==> src/sv/arp_cache_responder_macros.svh <==
// Assertion macros for the address cache responder
`ifndef ARP_CACHE_RESPONDER_MACROS_SVH
`define ARP_CACHE_RESPONDER_MACROS_SVH
`ifndef SYNTHESIS
`define ACR_ASSERT_IMP(label, clk, rst_n, ante, cons) \
	label: assert property (@(posedge clk) disable iff (!rst_n) (ante) |-> (cons)) \
		else $error("assertion failed");
`define ACR_ASSERT_NXT(label, clk, rst_n, ante, cons) \
	label: assert property (@(posedge clk) disable iff (!rst_n) (ante) |=> (cons)) \
		else $error("assertion failed");
`else
`define ACR_ASSERT_IMP(label, clk, rst_n, ante, cons)
`define ACR_ASSERT_NXT(label, clk, rst_n, ante, cons)
`endif
`endif

==> src/sv/acr_pkg.sv <==
// Shared types and constants for the address cache responder
`timescale 1ns / 1ps
`default_nettype none
package acr_pkg;
	localparam int CacheEntries = 16;
	localparam int IdxW = $clog2(CacheEntries);
	localparam int CntW = $clog2(CacheEntries + 1);
	localparam int InW = 1 + 16 * 3 + 48 * 2 + 32 * 3;
	localparam int InBytesW = ((InW + 7) / 8) * 8;
	localparam int OutW = 2 + 1 + 48 * 4 + 32 * 2 + 1;
	localparam int OutBytesW = ((OutW + 7) / 8) * 8;

	localparam logic [15:0] HwEthernet = 16'h0001;
	localparam logic [15:0] ProtoIpv4 = 16'h0800;
	localparam logic [15:0] OpRequest = 16'h0001;
	localparam logic [15:0] OpReply = 16'h0002;
	localparam logic [47:0] MacBcast = '1;

	typedef enum logic [1:0] {
		ACT_NONE = 2'd0,
		ACT_REPLY = 2'd1,
		ACT_REQUEST = 2'd2,
		ACT_DISCARD = 2'd3
	} action_t;

	typedef enum logic [1:0] {
		CMD_RESOLVE = 2'd0,
		CMD_REQUEST = 2'd1,
		CMD_REPLY = 2'd2,
		CMD_DISCARD = 2'd3
	} cmd_t;

	localparam logic REG_OWN_MAC = 1'b0;
	localparam logic REG_OWN_IP = 1'b1;

	// classified request handed from front to back
	typedef struct packed {
		cmd_t cmd;
		logic learn_tgt;
		logic [47:0] sender_mac;
		logic [31:0] sender_ip;
		logic [47:0] target_mac;
		logic [31:0] target_ip;
	} job_t;

	typedef struct packed {
		action_t action;
		logic found;
		logic [47:0] found_mac;
		logic [47:0] out_dest_mac;
		logic [47:0] out_sender_mac;
		logic [31:0] out_sender_ip;
		logic [47:0] out_target_mac;
		logic [31:0] out_target_ip;
		logic table_full;
	} result_t;
endpackage
`default_nettype wire

==> src/sv/acr_front.sv <==
// Front end: accept requests, classify them and queue them for the engine
`timescale 1ns / 1ps
`default_nettype none
module acr_front import acr_pkg::*; (
	input wire logic clk,
	input wire logic arst_n,
	input wire logic in_valid,
	output logic in_ready,
	input wire logic func,
	input wire logic [15:0] hw_type,
	input wire logic [15:0] proto_type,
	input wire logic [15:0] arp_oper,
	input wire logic [47:0] sender_mac,
	input wire logic [31:0] sender_ip,
	input wire logic [47:0] target_mac,
	input wire logic [31:0] target_ip,
	input wire logic [31:0] query_ip,
	output logic job_valid,
	input wire logic job_ready,
	output job_t job
);
	// two-entry queue
	job_t q_q [2];
	logic rd_q, wr_q;
	logic [1:0] cnt_q;
	job_t cls;
	logic push, pop;

	always_comb begin
		cls = '0;
		cls.sender_mac = sender_mac;
		cls.sender_ip = sender_ip;
		cls.target_mac = target_mac;
		cls.target_ip = target_ip;
		cls.learn_tgt = (target_mac != MacBcast);
		if (func) begin
			cls.cmd = CMD_RESOLVE;
			cls.target_ip = query_ip;
		end else if (hw_type != HwEthernet || proto_type != ProtoIpv4)
			cls.cmd = CMD_DISCARD;
		else if (arp_oper == OpRequest)
			cls.cmd = CMD_REQUEST;
		else if (arp_oper == OpReply)
			cls.cmd = CMD_REPLY;
		else
			cls.cmd = CMD_DISCARD;
	end

	assign in_ready = (cnt_q != 2'd2);
	assign push = in_valid && in_ready;
	assign job_valid = (cnt_q != 2'd0);
	assign pop = job_valid && job_ready;
	assign job = q_q[rd_q];

	always_ff @(posedge clk) begin
		if (push) q_q[wr_q] <= cls;
	end

	always_ff @(posedge clk or negedge arst_n) begin
		if (!arst_n) begin
			rd_q <= 1'b0;
			wr_q <= 1'b0;
			cnt_q <= 2'd0;
		end else begin
			if (push) wr_q <= ~wr_q;
			if (pop) rd_q <= ~rd_q;
			cnt_q <= cnt_q + 2'(push) - 2'(pop);
		end
	end
endmodule
`default_nettype wire

==> src/sv/acr_engine.sv <==
// Back end: cache search, learning and result formation
`timescale 1ns / 1ps
`default_nettype none
module acr_engine import acr_pkg::*; (
	input wire logic clk,
	input wire logic arst_n,
	input wire logic [47:0] own_mac,
	input wire logic [31:0] own_ip,
	input wire logic job_valid,
	output logic job_ready,
	input wire job_t job,
	output logic res_valid,
	input wire logic res_ready,
	output result_t res
);
	typedef enum logic [2:0] {
		ST_IDLE, ST_LEARN_S, ST_LEARN_T, ST_LOOK, ST_DONE
	} st_t;

	st_t st_q;
	job_t job_q;
	logic full_q;
	logic [CacheEntries-1:0] valid_q;
	logic [31:0] ip_q [CacheEntries];
	logic [47:0] mac_q [CacheEntries];
	logic [CntW-1:0] fill_q;
	result_t res_q;
	logic res_valid_q;
	logic look_hit_q;
	logic [47:0] look_mac_q;

	logic [31:0] key_ip;
	logic [CacheEntries-1:0] hit_vec;
	logic hit;
	logic [IdxW-1:0] hit_idx;
	logic wr_en;
	logic [IdxW-1:0] wr_idx;
	logic [47:0] wr_mac;
	logic ins;
	result_t res_d;
	logic load_res;

	always_comb begin
		case (st_q)
			ST_LEARN_S: key_ip = job_q.sender_ip;
			default: key_ip = job_q.target_ip;
		endcase
	end

	// parallel tag compare over the cache
	always_comb begin
		hit_idx = '0;
		for (int i = 0; i < CacheEntries; i++)
			hit_vec[i] = valid_q[i] && (ip_q[i] == key_ip);
		for (int i = CacheEntries - 1; i >= 0; i--)
			if (hit_vec[i]) hit_idx = IdxW'(i);
		hit = |hit_vec;
	end

	always_comb begin
		wr_en = 1'b0;
		ins = 1'b0;
		wr_idx = hit_idx;
		wr_mac = (st_q == ST_LEARN_S) ? job_q.sender_mac : job_q.target_mac;
		if (st_q == ST_LEARN_S || st_q == ST_LEARN_T) begin
			if (hit) wr_en = 1'b1;
			else if (fill_q < CntW'(CacheEntries)) begin
				wr_en = 1'b1;
				ins = 1'b1;
				wr_idx = fill_q[IdxW-1:0];
			end
		end
	end

	// form the result from the registered lookup
	always_comb begin
		res_d = '0;
		case (job_q.cmd)
			CMD_RESOLVE: begin
				if (look_hit_q) begin
					res_d.found = 1'b1;
					res_d.found_mac = look_mac_q;
				end else begin
					res_d.action = ACT_REQUEST;
					res_d.out_dest_mac = MacBcast;
					res_d.out_sender_mac = own_mac;
					res_d.out_sender_ip = own_ip;
					res_d.out_target_ip = job_q.target_ip;
				end
			end
			CMD_REQUEST: begin
				res_d.table_full = full_q;
				if (look_hit_q) begin
					res_d.action = ACT_REPLY;
					res_d.out_dest_mac = job_q.sender_mac;
					res_d.out_sender_mac = own_mac;
					res_d.out_sender_ip = job_q.target_ip;
					res_d.out_target_mac = job_q.sender_mac;
					res_d.out_target_ip = job_q.sender_ip;
				end
			end
			CMD_REPLY: res_d.table_full = full_q;
			default: res_d.action = ACT_DISCARD;
		endcase
	end

	// load the output register only once it is free
	assign load_res = (st_q == ST_DONE) && (!res_valid_q || res_ready);

	always_ff @(posedge clk) begin
		if (wr_en) begin
			ip_q[wr_idx] <= key_ip;
			mac_q[wr_idx] <= wr_mac;
		end
	end

	assign job_ready = (st_q == ST_IDLE);
	assign res_valid = res_valid_q;
	assign res = res_q;

	always_ff @(posedge clk or negedge arst_n) begin
		if (!arst_n) begin
			st_q <= ST_IDLE;
			valid_q <= '0;
			fill_q <= '0;
			full_q <= 1'b0;
			res_valid_q <= 1'b0;
			job_q <= '0;
			res_q <= '0;
			look_hit_q <= 1'b0;
			look_mac_q <= '0;
		end else begin
			if (load_res) res_valid_q <= 1'b1;
			else if (res_ready) res_valid_q <= 1'b0;
			if (load_res) res_q <= res_d;
			if (ins) begin
				valid_q[wr_idx] <= 1'b1;
				fill_q <= fill_q + 1'b1;
			end
			case (st_q)
				ST_IDLE: if (job_valid) begin
					job_q <= job;
					full_q <= 1'b0;
					case (job.cmd)
						CMD_REQUEST, CMD_REPLY: st_q <= ST_LEARN_S;
						CMD_RESOLVE: st_q <= ST_LOOK;
						default: st_q <= ST_DONE;
					endcase
				end
				ST_LEARN_S: begin
					if (!wr_en) full_q <= 1'b1;
					if (job_q.cmd == CMD_REQUEST) st_q <= ST_LOOK;
					else if (job_q.learn_tgt) st_q <= ST_LEARN_T;
					else st_q <= ST_DONE;
				end
				ST_LEARN_T: begin
					if (!wr_en) full_q <= 1'b1;
					st_q <= ST_DONE;
				end
				ST_LOOK: begin
					look_hit_q <= hit;
					look_mac_q <= mac_q[hit_idx];
					st_q <= ST_DONE;
				end
				ST_DONE: if (load_res) begin
					st_q <= ST_IDLE;
				end
				default: st_q <= ST_IDLE;
			endcase
		end
	end
endmodule
`default_nettype wire

==> src/sv/arp_cache_responder.sv <==
// Address cache responder: the engine handles one request at a time, one state per engine step.
// Engine states per request: discard DONE; resolve LOOK, DONE; reply LEARN_S, LEARN_T if the
// target MAC is not broadcast, DONE; request LEARN_S, LOOK, DONE; results wait while the output is held.
// The engine takes a new request only after loading the last result into the output register.
// A two-entry queue decouples intake from the engine; an output register holds results.
// Reset (async, low) empties the cache, the queue and the output register.
`timescale 1ns / 1ps
`default_nettype none
`include "arp_cache_responder_macros.svh"
module arp_cache_responder import acr_pkg::*; (
	input wire logic clk,
	input wire logic arst_n,
	input wire logic cfg_we,
	input wire logic cfg_index,
	input wire logic [47:0] cfg_wdata,
	input wire logic s_axis_tvalid,
	output logic s_axis_tready,
	// func, hw_type, proto_type, arp_oper, sender_mac, sender_ip, target_mac,
	// target_ip, query_ip; zero fill
	input wire logic [InBytesW-1:0] s_axis_tdata,
	output logic m_axis_tvalid,
	input wire logic m_axis_tready,
	// action, found, found_mac, out_dest_mac, out_sender_mac, out_sender_ip,
	// out_target_mac, out_target_ip, table_full; zero fill
	output logic [OutBytesW-1:0] m_axis_tdata
);
	logic [47:0] own_mac_q;
	logic [31:0] own_ip_q;
	logic job_valid, job_ready;
	job_t job;
	result_t res;

	always_ff @(posedge clk or negedge arst_n) begin
		if (!arst_n) begin
			own_mac_q <= '0;
			own_ip_q <= '0;
		end else if (cfg_we) begin
			case (cfg_index)
				REG_OWN_MAC: own_mac_q <= cfg_wdata;
				REG_OWN_IP: own_ip_q <= cfg_wdata[31:0];
				default: ;
			endcase
		end
	end

	acr_front u_front (
		.clk(clk), .arst_n(arst_n),
		.in_valid(s_axis_tvalid), .in_ready(s_axis_tready),
		.func(s_axis_tdata[0]),
		.hw_type(s_axis_tdata[16:1]),
		.proto_type(s_axis_tdata[32:17]),
		.arp_oper(s_axis_tdata[48:33]),
		.sender_mac(s_axis_tdata[96:49]),
		.sender_ip(s_axis_tdata[128:97]),
		.target_mac(s_axis_tdata[176:129]),
		.target_ip(s_axis_tdata[208:177]),
		.query_ip(s_axis_tdata[240:209]),
		.job_valid(job_valid), .job_ready(job_ready), .job(job)
	);

	acr_engine u_engine (
		.clk(clk), .arst_n(arst_n),
		.own_mac(own_mac_q), .own_ip(own_ip_q),
		.job_valid(job_valid), .job_ready(job_ready), .job(job),
		.res_valid(m_axis_tvalid), .res_ready(m_axis_tready), .res(res)
	);

	always_comb begin
		m_axis_tdata = '0;
		m_axis_tdata[1:0] = res.action;
		m_axis_tdata[2] = res.found;
		m_axis_tdata[50:3] = res.found_mac;
		m_axis_tdata[98:51] = res.out_dest_mac;
		m_axis_tdata[146:99] = res.out_sender_mac;
		m_axis_tdata[178:147] = res.out_sender_ip;
		m_axis_tdata[226:179] = res.out_target_mac;
		m_axis_tdata[258:227] = res.out_target_ip;
		m_axis_tdata[259] = res.table_full;
	end

	`ACR_ASSERT_IMP(a_found_no_send, clk, arst_n, m_axis_tvalid && res.found, res.action == ACT_NONE)
	`ACR_ASSERT_IMP(a_req_bcast, clk, arst_n, m_axis_tvalid && res.action == ACT_REQUEST, res.out_dest_mac == MacBcast)
	`ACR_ASSERT_NXT(a_hold, clk, arst_n, m_axis_tvalid && !m_axis_tready, m_axis_tvalid && $stable(m_axis_tdata))
endmodule
`default_nettype wire
==> config.mk <==
export PLATFORM = sky130hd
export DESIGN_NAME = arp_cache_responder
export DESIGN_NICKNAME = d
export VERILOG_FILES = /design/src/sv/acr_pkg.sv /design/src/sv/acr_front.sv /design/src/sv/acr_engine.sv /design/src/sv/arp_cache_responder.sv
export VERILOG_INCLUDE_DIRS = /design/src /design/src/sv
export SDC_FILE = /design/constraint.sdc
export NUM_CORES = 2
export LEC_CHECK = 0
export ABC_AREA = 1
export ABC_CLOCK_PERIOD_IN_PS = 11500
export CAP_MARGIN = 20
export CORE_MARGIN = 10
export CORE_UTILIZATION = 29
export DETAILED_ROUTE_END_ITERATION = 8
export DONT_BUFFER_PORTS = 1
export GPL_ROUTABILITY_DRIVEN = 0
export PLACE_DENSITY_LB_ADDON = 0.1
export SYNTH_ARGS = -nofsm -noshare
export SYNTH_HDL_FRONTEND = slang
export SYNTH_SLANG_ARGS = --single-unit
==> constraint.sdc <==
create_clock -name clk -period 11.5 [get_ports clk]
set_clock_uncertainty 0.05 [all_clocks]
set_input_delay 2.3 -clock clk [delete_from_list [all_inputs] [get_ports clk]]
set_output_delay 2.3 -clock clk [all_outputs]
set_load 0.01 [all_outputs]
### Yosys cells after proc, flatten, opt, wreduce, memory -nomap -nowiden

Memories as Yosys holds them, arrays and structs flattened. A register that Yosys moved wholly into a read port is not among the register bits.
Index checks and enable logic that the tools add are counted.

* bits in registers: 534
* bits in latches: 0
* bits in writable memories: 1606
* memory bits (read-only): 0
* bits of input ports: 302
* word-level logic and storage cells: 173
* memories: 3

Memory list
* u_engine.mac_q: depth 16, bits a word 48, rd ports 1, clocked after memory_dff 1, write ports 1, RTL line acr_engine.sv:25 `logic [47:0] mac_q [CacheEntries];`
* u_engine.ip_q: depth 16, bits a word 32, rd ports 16, clocked after memory_dff 0, write ports 1, RTL line acr_engine.sv:24 `logic [31:0] ip_q [CacheEntries];`
* u_front.q_q: depth 2, bits a word 163, rd ports 1, clocked after memory_dff 0, write ports 1, RTL line acr_front.sv:23 `job_t q_q [2];`

* $add $sub $neg: 3
* $mul: 0
* divide/modulo/power cells: 0
* magnitude comparators: 3
* equality and inequality tests: 33
* shift-type cells: 0
* muxes and demuxes: 60
* bitwise operators: 4
* reduce and logical (&&, ||, !) cells: 41

Operator list (number)
* $eq A32 B32 Y1: 16
* $pmux W128 S2: 1
* $mux W208: 1
* $mux W128: 1
* $mux W49: 2
* $mux W32: 3
* $mux W48: 2
* $mux W4: 19
* $pmux W32 S2: 1
* $ne A48 B48 Y1 const B: 1
* $logic_and A1 B1 Y1: 20
* $mux W1: 17
* $eq A16 B1 Y1 const B: 1
* $eq A16 B2 Y1 const B: 1
* $ne A16 B1 Y1 const B: 1
* $ne A16 B12 Y1 const B: 1
* $or A16 B16 Y16: 1
* $reduce_or A16 Y1: 1
* $mux W3: 4
* $pmux W3 S4: 1
* $mux W2: 4
* $reduce_and A2 Y1: 4
* $reduce_or A2 Y1: 4
* $eq A3 B2 Y1 const B: 2
* other kinds (23): 35

### Longest topological paths before layout

* depth in word-level cells: 28
* mapped depth: 39
* gate-level depth less buffers: 35

### Cells and area by module

Synthesis repeated with hierarchy kept, for this count alone.

* cell total of the unflattened synthesis: 8096
* area, all modules: 90749.5 µm²

By module, submodules not included
* acr_engine: times used 1, cells each 6754, area an instance 74717.9 µm², sequential area each 50898.8 µm²
* acr_front: times used 1, cells each 988, area an instance 12812.3 µm², sequential area each 9889.5 µm²
* arp_cache_responder: times used 1, cells each 354, area an instance 3219.3 µm², sequential area each 2001.9 µm²

### Least setup slack after synthesis

OpenSTA, ideal clock, no wires.

* kind: input to register
* start point: input port s_axis_tvalid
* end point: memory u_front.q_q[1][0] (netlist bit), enable pin
* arrival: 9.174 ns
* required time: 10.761 ns
* setup slack: 1.587 ns
* cell stages on the path: 2
* cells stage by stage: nand2_1 -> nor2_1

* cells in the longest elaborated chain, start to end: 3

Ends and longest elaborated chain
* start: declaration: RTL line arp_cache_responder.sv:16 `input wire logic s_axis_tvalid,`
* $logic_and A1 B1 Y1: RTL line acr_front.sv:50 `assign push = in_valid && in_ready;`
* $mux W1: RTL line acr_front.sv:56 `if (push) q_q[wr_q] <= cls;`
* $mux W1 (implied by the code): RTL line acr_front.sv:56
* end: declaration: RTL line acr_front.sv:23

No other way between the ends.

### Final worst setup path

* start point: register u_engine.st_q[2]
* end point: register u_engine.look_mac_q[15] (read register of u_engine.mac_q)

* cells in the longest elaborated chain, start to end: 20

Ends and longest elaborated chain
* start: declaration: RTL line acr_engine.sv:20 `st_t st_q;`
* start signal: assignment: RTL line acr_engine.sv:123 `st_q <= ST_IDLE;`
* start signal: assignment: RTL line acr_engine.sv:145 `CMD_REQUEST, CMD_REPLY: st_q <= ST_LEARN_S;`
* start signal: assignment: RTL line acr_engine.sv:146 `CMD_RESOLVE: st_q <= ST_LOOK;`
* $eq A3 B1 Y1: RTL line acr_engine.sv:44 `case (st_q)`
* $mux W32: RTL line acr_engine.sv:44
* $eq A32 B32 Y1: RTL line acr_engine.sv:54 `hit_vec[i] = valid_q[i] && (ip_q[i] == key_ip);`
* $logic_and A1 B1 Y1: RTL line acr_engine.sv:54
* $mux W4 (16 in a row): RTL line acr_engine.sv:56 `if (hit_vec[i]) hit_idx = IdxW'(i);`
* end: declaration: RTL line acr_engine.sv:30 `logic [47:0] look_mac_q;`

Several ways; a longest one is shown, not always the timed one.
A chain may end at the register's enable or synchronous reset.

==> results.toml <==
[floorplan]
core_um2 = 309000
io-pin-count = 568
start_util_pct = 29.1
die_w_um = 576
row_count = 204
die_y_um = 576
die-area_um2 = 332000

[pwr]
p_sw_uw = 11400
seq_power_share_pct = 42.2
irDropWorstVdd_mv = 0.150
power.share.combinational_pct = 30.4
power_density_nw_per_um2 = 284
p_int_uw = 17900
power.leakage_uw = 0.0398
total_power_uw = 29300
swShare_pct = 39.0
p_clk_share_pct = 27.4

[worst_setup_path]
cp_max_fo = 109
required_ps = 12300
worstSetupEndpointType = "flip-flop"
max_stage_delay_ps = 920
crit_top_cell = "nand2_1"
startpoint = "u_engine.st_q[2]"
regToRegStartpoint = "u_engine.st_q[2]"
slowest_stage = "buf_4"
worstPathArrival_ps = 9640
worstSetupPathType = "flip-flop to flip-flop"
startpoint_type = "flip-flop"

[synthesis]
synth_area_um2 = 89700
synth_cell_types = 55
yosys_most_used_dff = "edfxtp_1"
synth_area_per_cell_um2 = 11.4
synthArstFlopShare_pct = 26.6
synthCells = 7896
ys_warn_count = 0
synth_edf_count = 1606
ys_ff_latch = 2188
ys_seq_area_share_pct = 70.0

[timing]
final_max_slew_viol_count = 349
fin_crit_sh_pct = 76.9
worstMarginPinSlew_ps = 2020
rsz0062_at_grt = "false"
relSlewSlack_pct = -34.8
hold_viol = 0
fin_crit_ps = 8840
fmax_ghz = 0.113
finalSetupViolations = 0
fin_tns_setup_ps = 0

[place]
dp_cells = 11741
place_hpwl_um = 201000
portBuffers = 0

[drt]
dr_total_vias = 59996
ant_nets = 0
drtPass1Iterations = 7
route.detailed.drc = 0
dr.first_iter.drc_count = 5306
post_drt_via_cell_ratio = 4.91
routed_wirelength_um = 328000
avgRoutedWirePerCell_um = 26.9

[cells_and_area]
final-instance-count-excl-fill = 12216
area_growth_pct = 14.8
drive_gt1_share_pct = 8.76
nNetsFinal = 8179

[clock_network]
ctsHoldBuffers = 0
cts_root_buffer = "clkbuf_16"
worstSkewPairLatency_ps = 930
cts_setup_buffers = 0
numCtsBuffers = 245
cts_tree = "done"
clkTransAtPathRegs_ps = 60
cts_resized = 0
htreeDepth = 4
clock_path_buffers = 4
cts.sinks = 2188

[grt]
grt_usage_pct = 19.0
grt_max_degree = 583
antenna_found_initial = 53
grt_pass1_wl_um = 462000
gr-total-overflow = 0
first_global_vias = 59257

[hold_path]
min_from = "u_engine.valid_q[8]"
hp-class = "flip-flop to flip-flop"

[outcome]
violations = "slew limit"
status = "complete, but fails checks"

[job]
drv_cap = 0
[cell type report]
type,instances,area [um^2]
multi-input combinational,4876,23900
sequential,2188,62800
clock buffer,364,7220
clock inverter,96,975
tap,4120,5150
fill,31102,206000
inverter,374,1420
timing repair buffer,186,1580
antenna,12,30.0
[layer usage]
| metal | vias up | wire [um] | global-route usage [%] |
|---|---|---|---|
| met5 | - | 215 | 0 |
| met4 | 28 | 7370 | 3.83 |
| met3 | 407 | 26900 | 5.56 |
| met2 | 1812 | 148000 | 30.0 |
| met1 | 30377 | 146000 | 26.1 |
| li1 | 27372 | - | - |
[logic make-up (layout without fill, tap and decap cells)]
logic type,Yosys count,after routing,share of synthesized area (%)
adder cells (fa/ha/maj),6,6,0.0836
flip-flops,2188,2188,70.0
XOR/XNOR,207,207,2.02
AO/OA/AOI/OAI,799,799,5.62
other,1,16,0.00418
AND/OR/NAND/NOR,3812,3812,17.9
buffers and inverters,835,1020,3.79
multiplexers,48,48,0.602
[power groups by stage]
stage / Clock [uW] / Combinational [uW] / Sequential [uW]
final: 8020 / 8890 / 12300
after global routing: 8530 / 9670 / 12500
after CTS: 8240 / 8980 / 12400
after detailed placement: 0 / 8950 / 12500
after global placement: 0 / 8840 / 12500
after floorplan: 0 / 4840 / 12000
[worst paths after layout]
path	cells past startpoint	end	slack, ps
min in group asynchronous	0	u_engine.res[64]	1080
setup / recovery	37	u_engine.look_mac_q[15]	2660
setup reg to reg	37	u_engine.look_mac_q[15]	2660
hold reg to reg	2	u_engine.valid_q[8]	420
hold / removal	2	u_engine.valid_q[8]	420
max in group asynchronous	0	u_engine.job_q[38]	8710
[synthesized netlist by cell type, types with 74 or more instances]
cell / n / area [um^2]
nand2_1: 2133 / 8010
edfxtp_1: 1606 / 48200
nand3_1: 1024 / 5120
dfrtp_1: 582 / 14600
nor2_1: 480 / 1800
inv_1: 363 / 1360
o21ai_0: 292 / 1460
clkbuf_1: 261 / 980
xor2_1: 190 / 1660
buf_2: 173 / 866
o31ai_1: 161 / 1210
a21oi_1: 107 / 536
o22ai_1: 74 / 463
[registers in the layout, summed over array words and instances, names as in the netlist]
signal / flops
own_ip_q: 32
u_front.wr_q: 1
u_engine.fill_q: 5
u_engine.ip_q: 512
own_mac_q: 48
u_engine.valid_q: 16
u_engine.res_valid: 1
u_front.q_q: 326
u_engine.look_hit_q: 1
u_engine.job_q: 163
u_front.cnt_q: 2
u_front.rd_q: 1
u_engine.res: 260
u_engine.full_q: 1
u_engine.mac_q: 768
u_engine.st_q: 3
u_engine.look_mac_q: 48
[stage by stage]
stage | setup WS (ps) | cell area (um^2) | hold WS, ps | util (%)
2_1_floorplan | 1590 | 89800 | 382 | -
3_3_place_gp | 2260 | 94700 | 405 | 30.7
3_5_place_dp | 2560 | 94800 | 410 | 30.7
4_1_cts | 2510 | 103000 | 428 | 33.4
5_1_grt | 1980 | 103000 | 445 | 33.4
6_report | 2660 | 103000 | 424 | 33.4
[critical path: cells and delay by family (launching register included)]
kind / cells / cell delay, ps
flops: 1 / 420
buf+inv: 5 / 2840
simple gates: 32 / 5240
[cells in the final DEF (no fill, tap or decap), types with 43 or more instances in the layout]
| master | instances |
|---|---|
| nand2_1 | 2114 |
| inv_1 | 359 |
| a2bb2oi_1 | 48 |
| nand4_1 | 43 |
| o31ai_1 | 161 |
| dfrtp_1 | 580 |
| edfxtp_1 | 1606 |
| o21ai_0 | 292 |
| nor2_1 | 460 |
| mux2_2 | 48 |
| clkbuf_8 | 47 |
| clkbuf_16 | 253 |
| clkbuf_1 | 64 |
| a21oi_1 | 107 |
| nand3_1 | 1023 |
| buf_4 | 171 |
| o22ai_1 | 74 |
| xor2_1 | 190 |
Power figures use the tool's default switching activity.
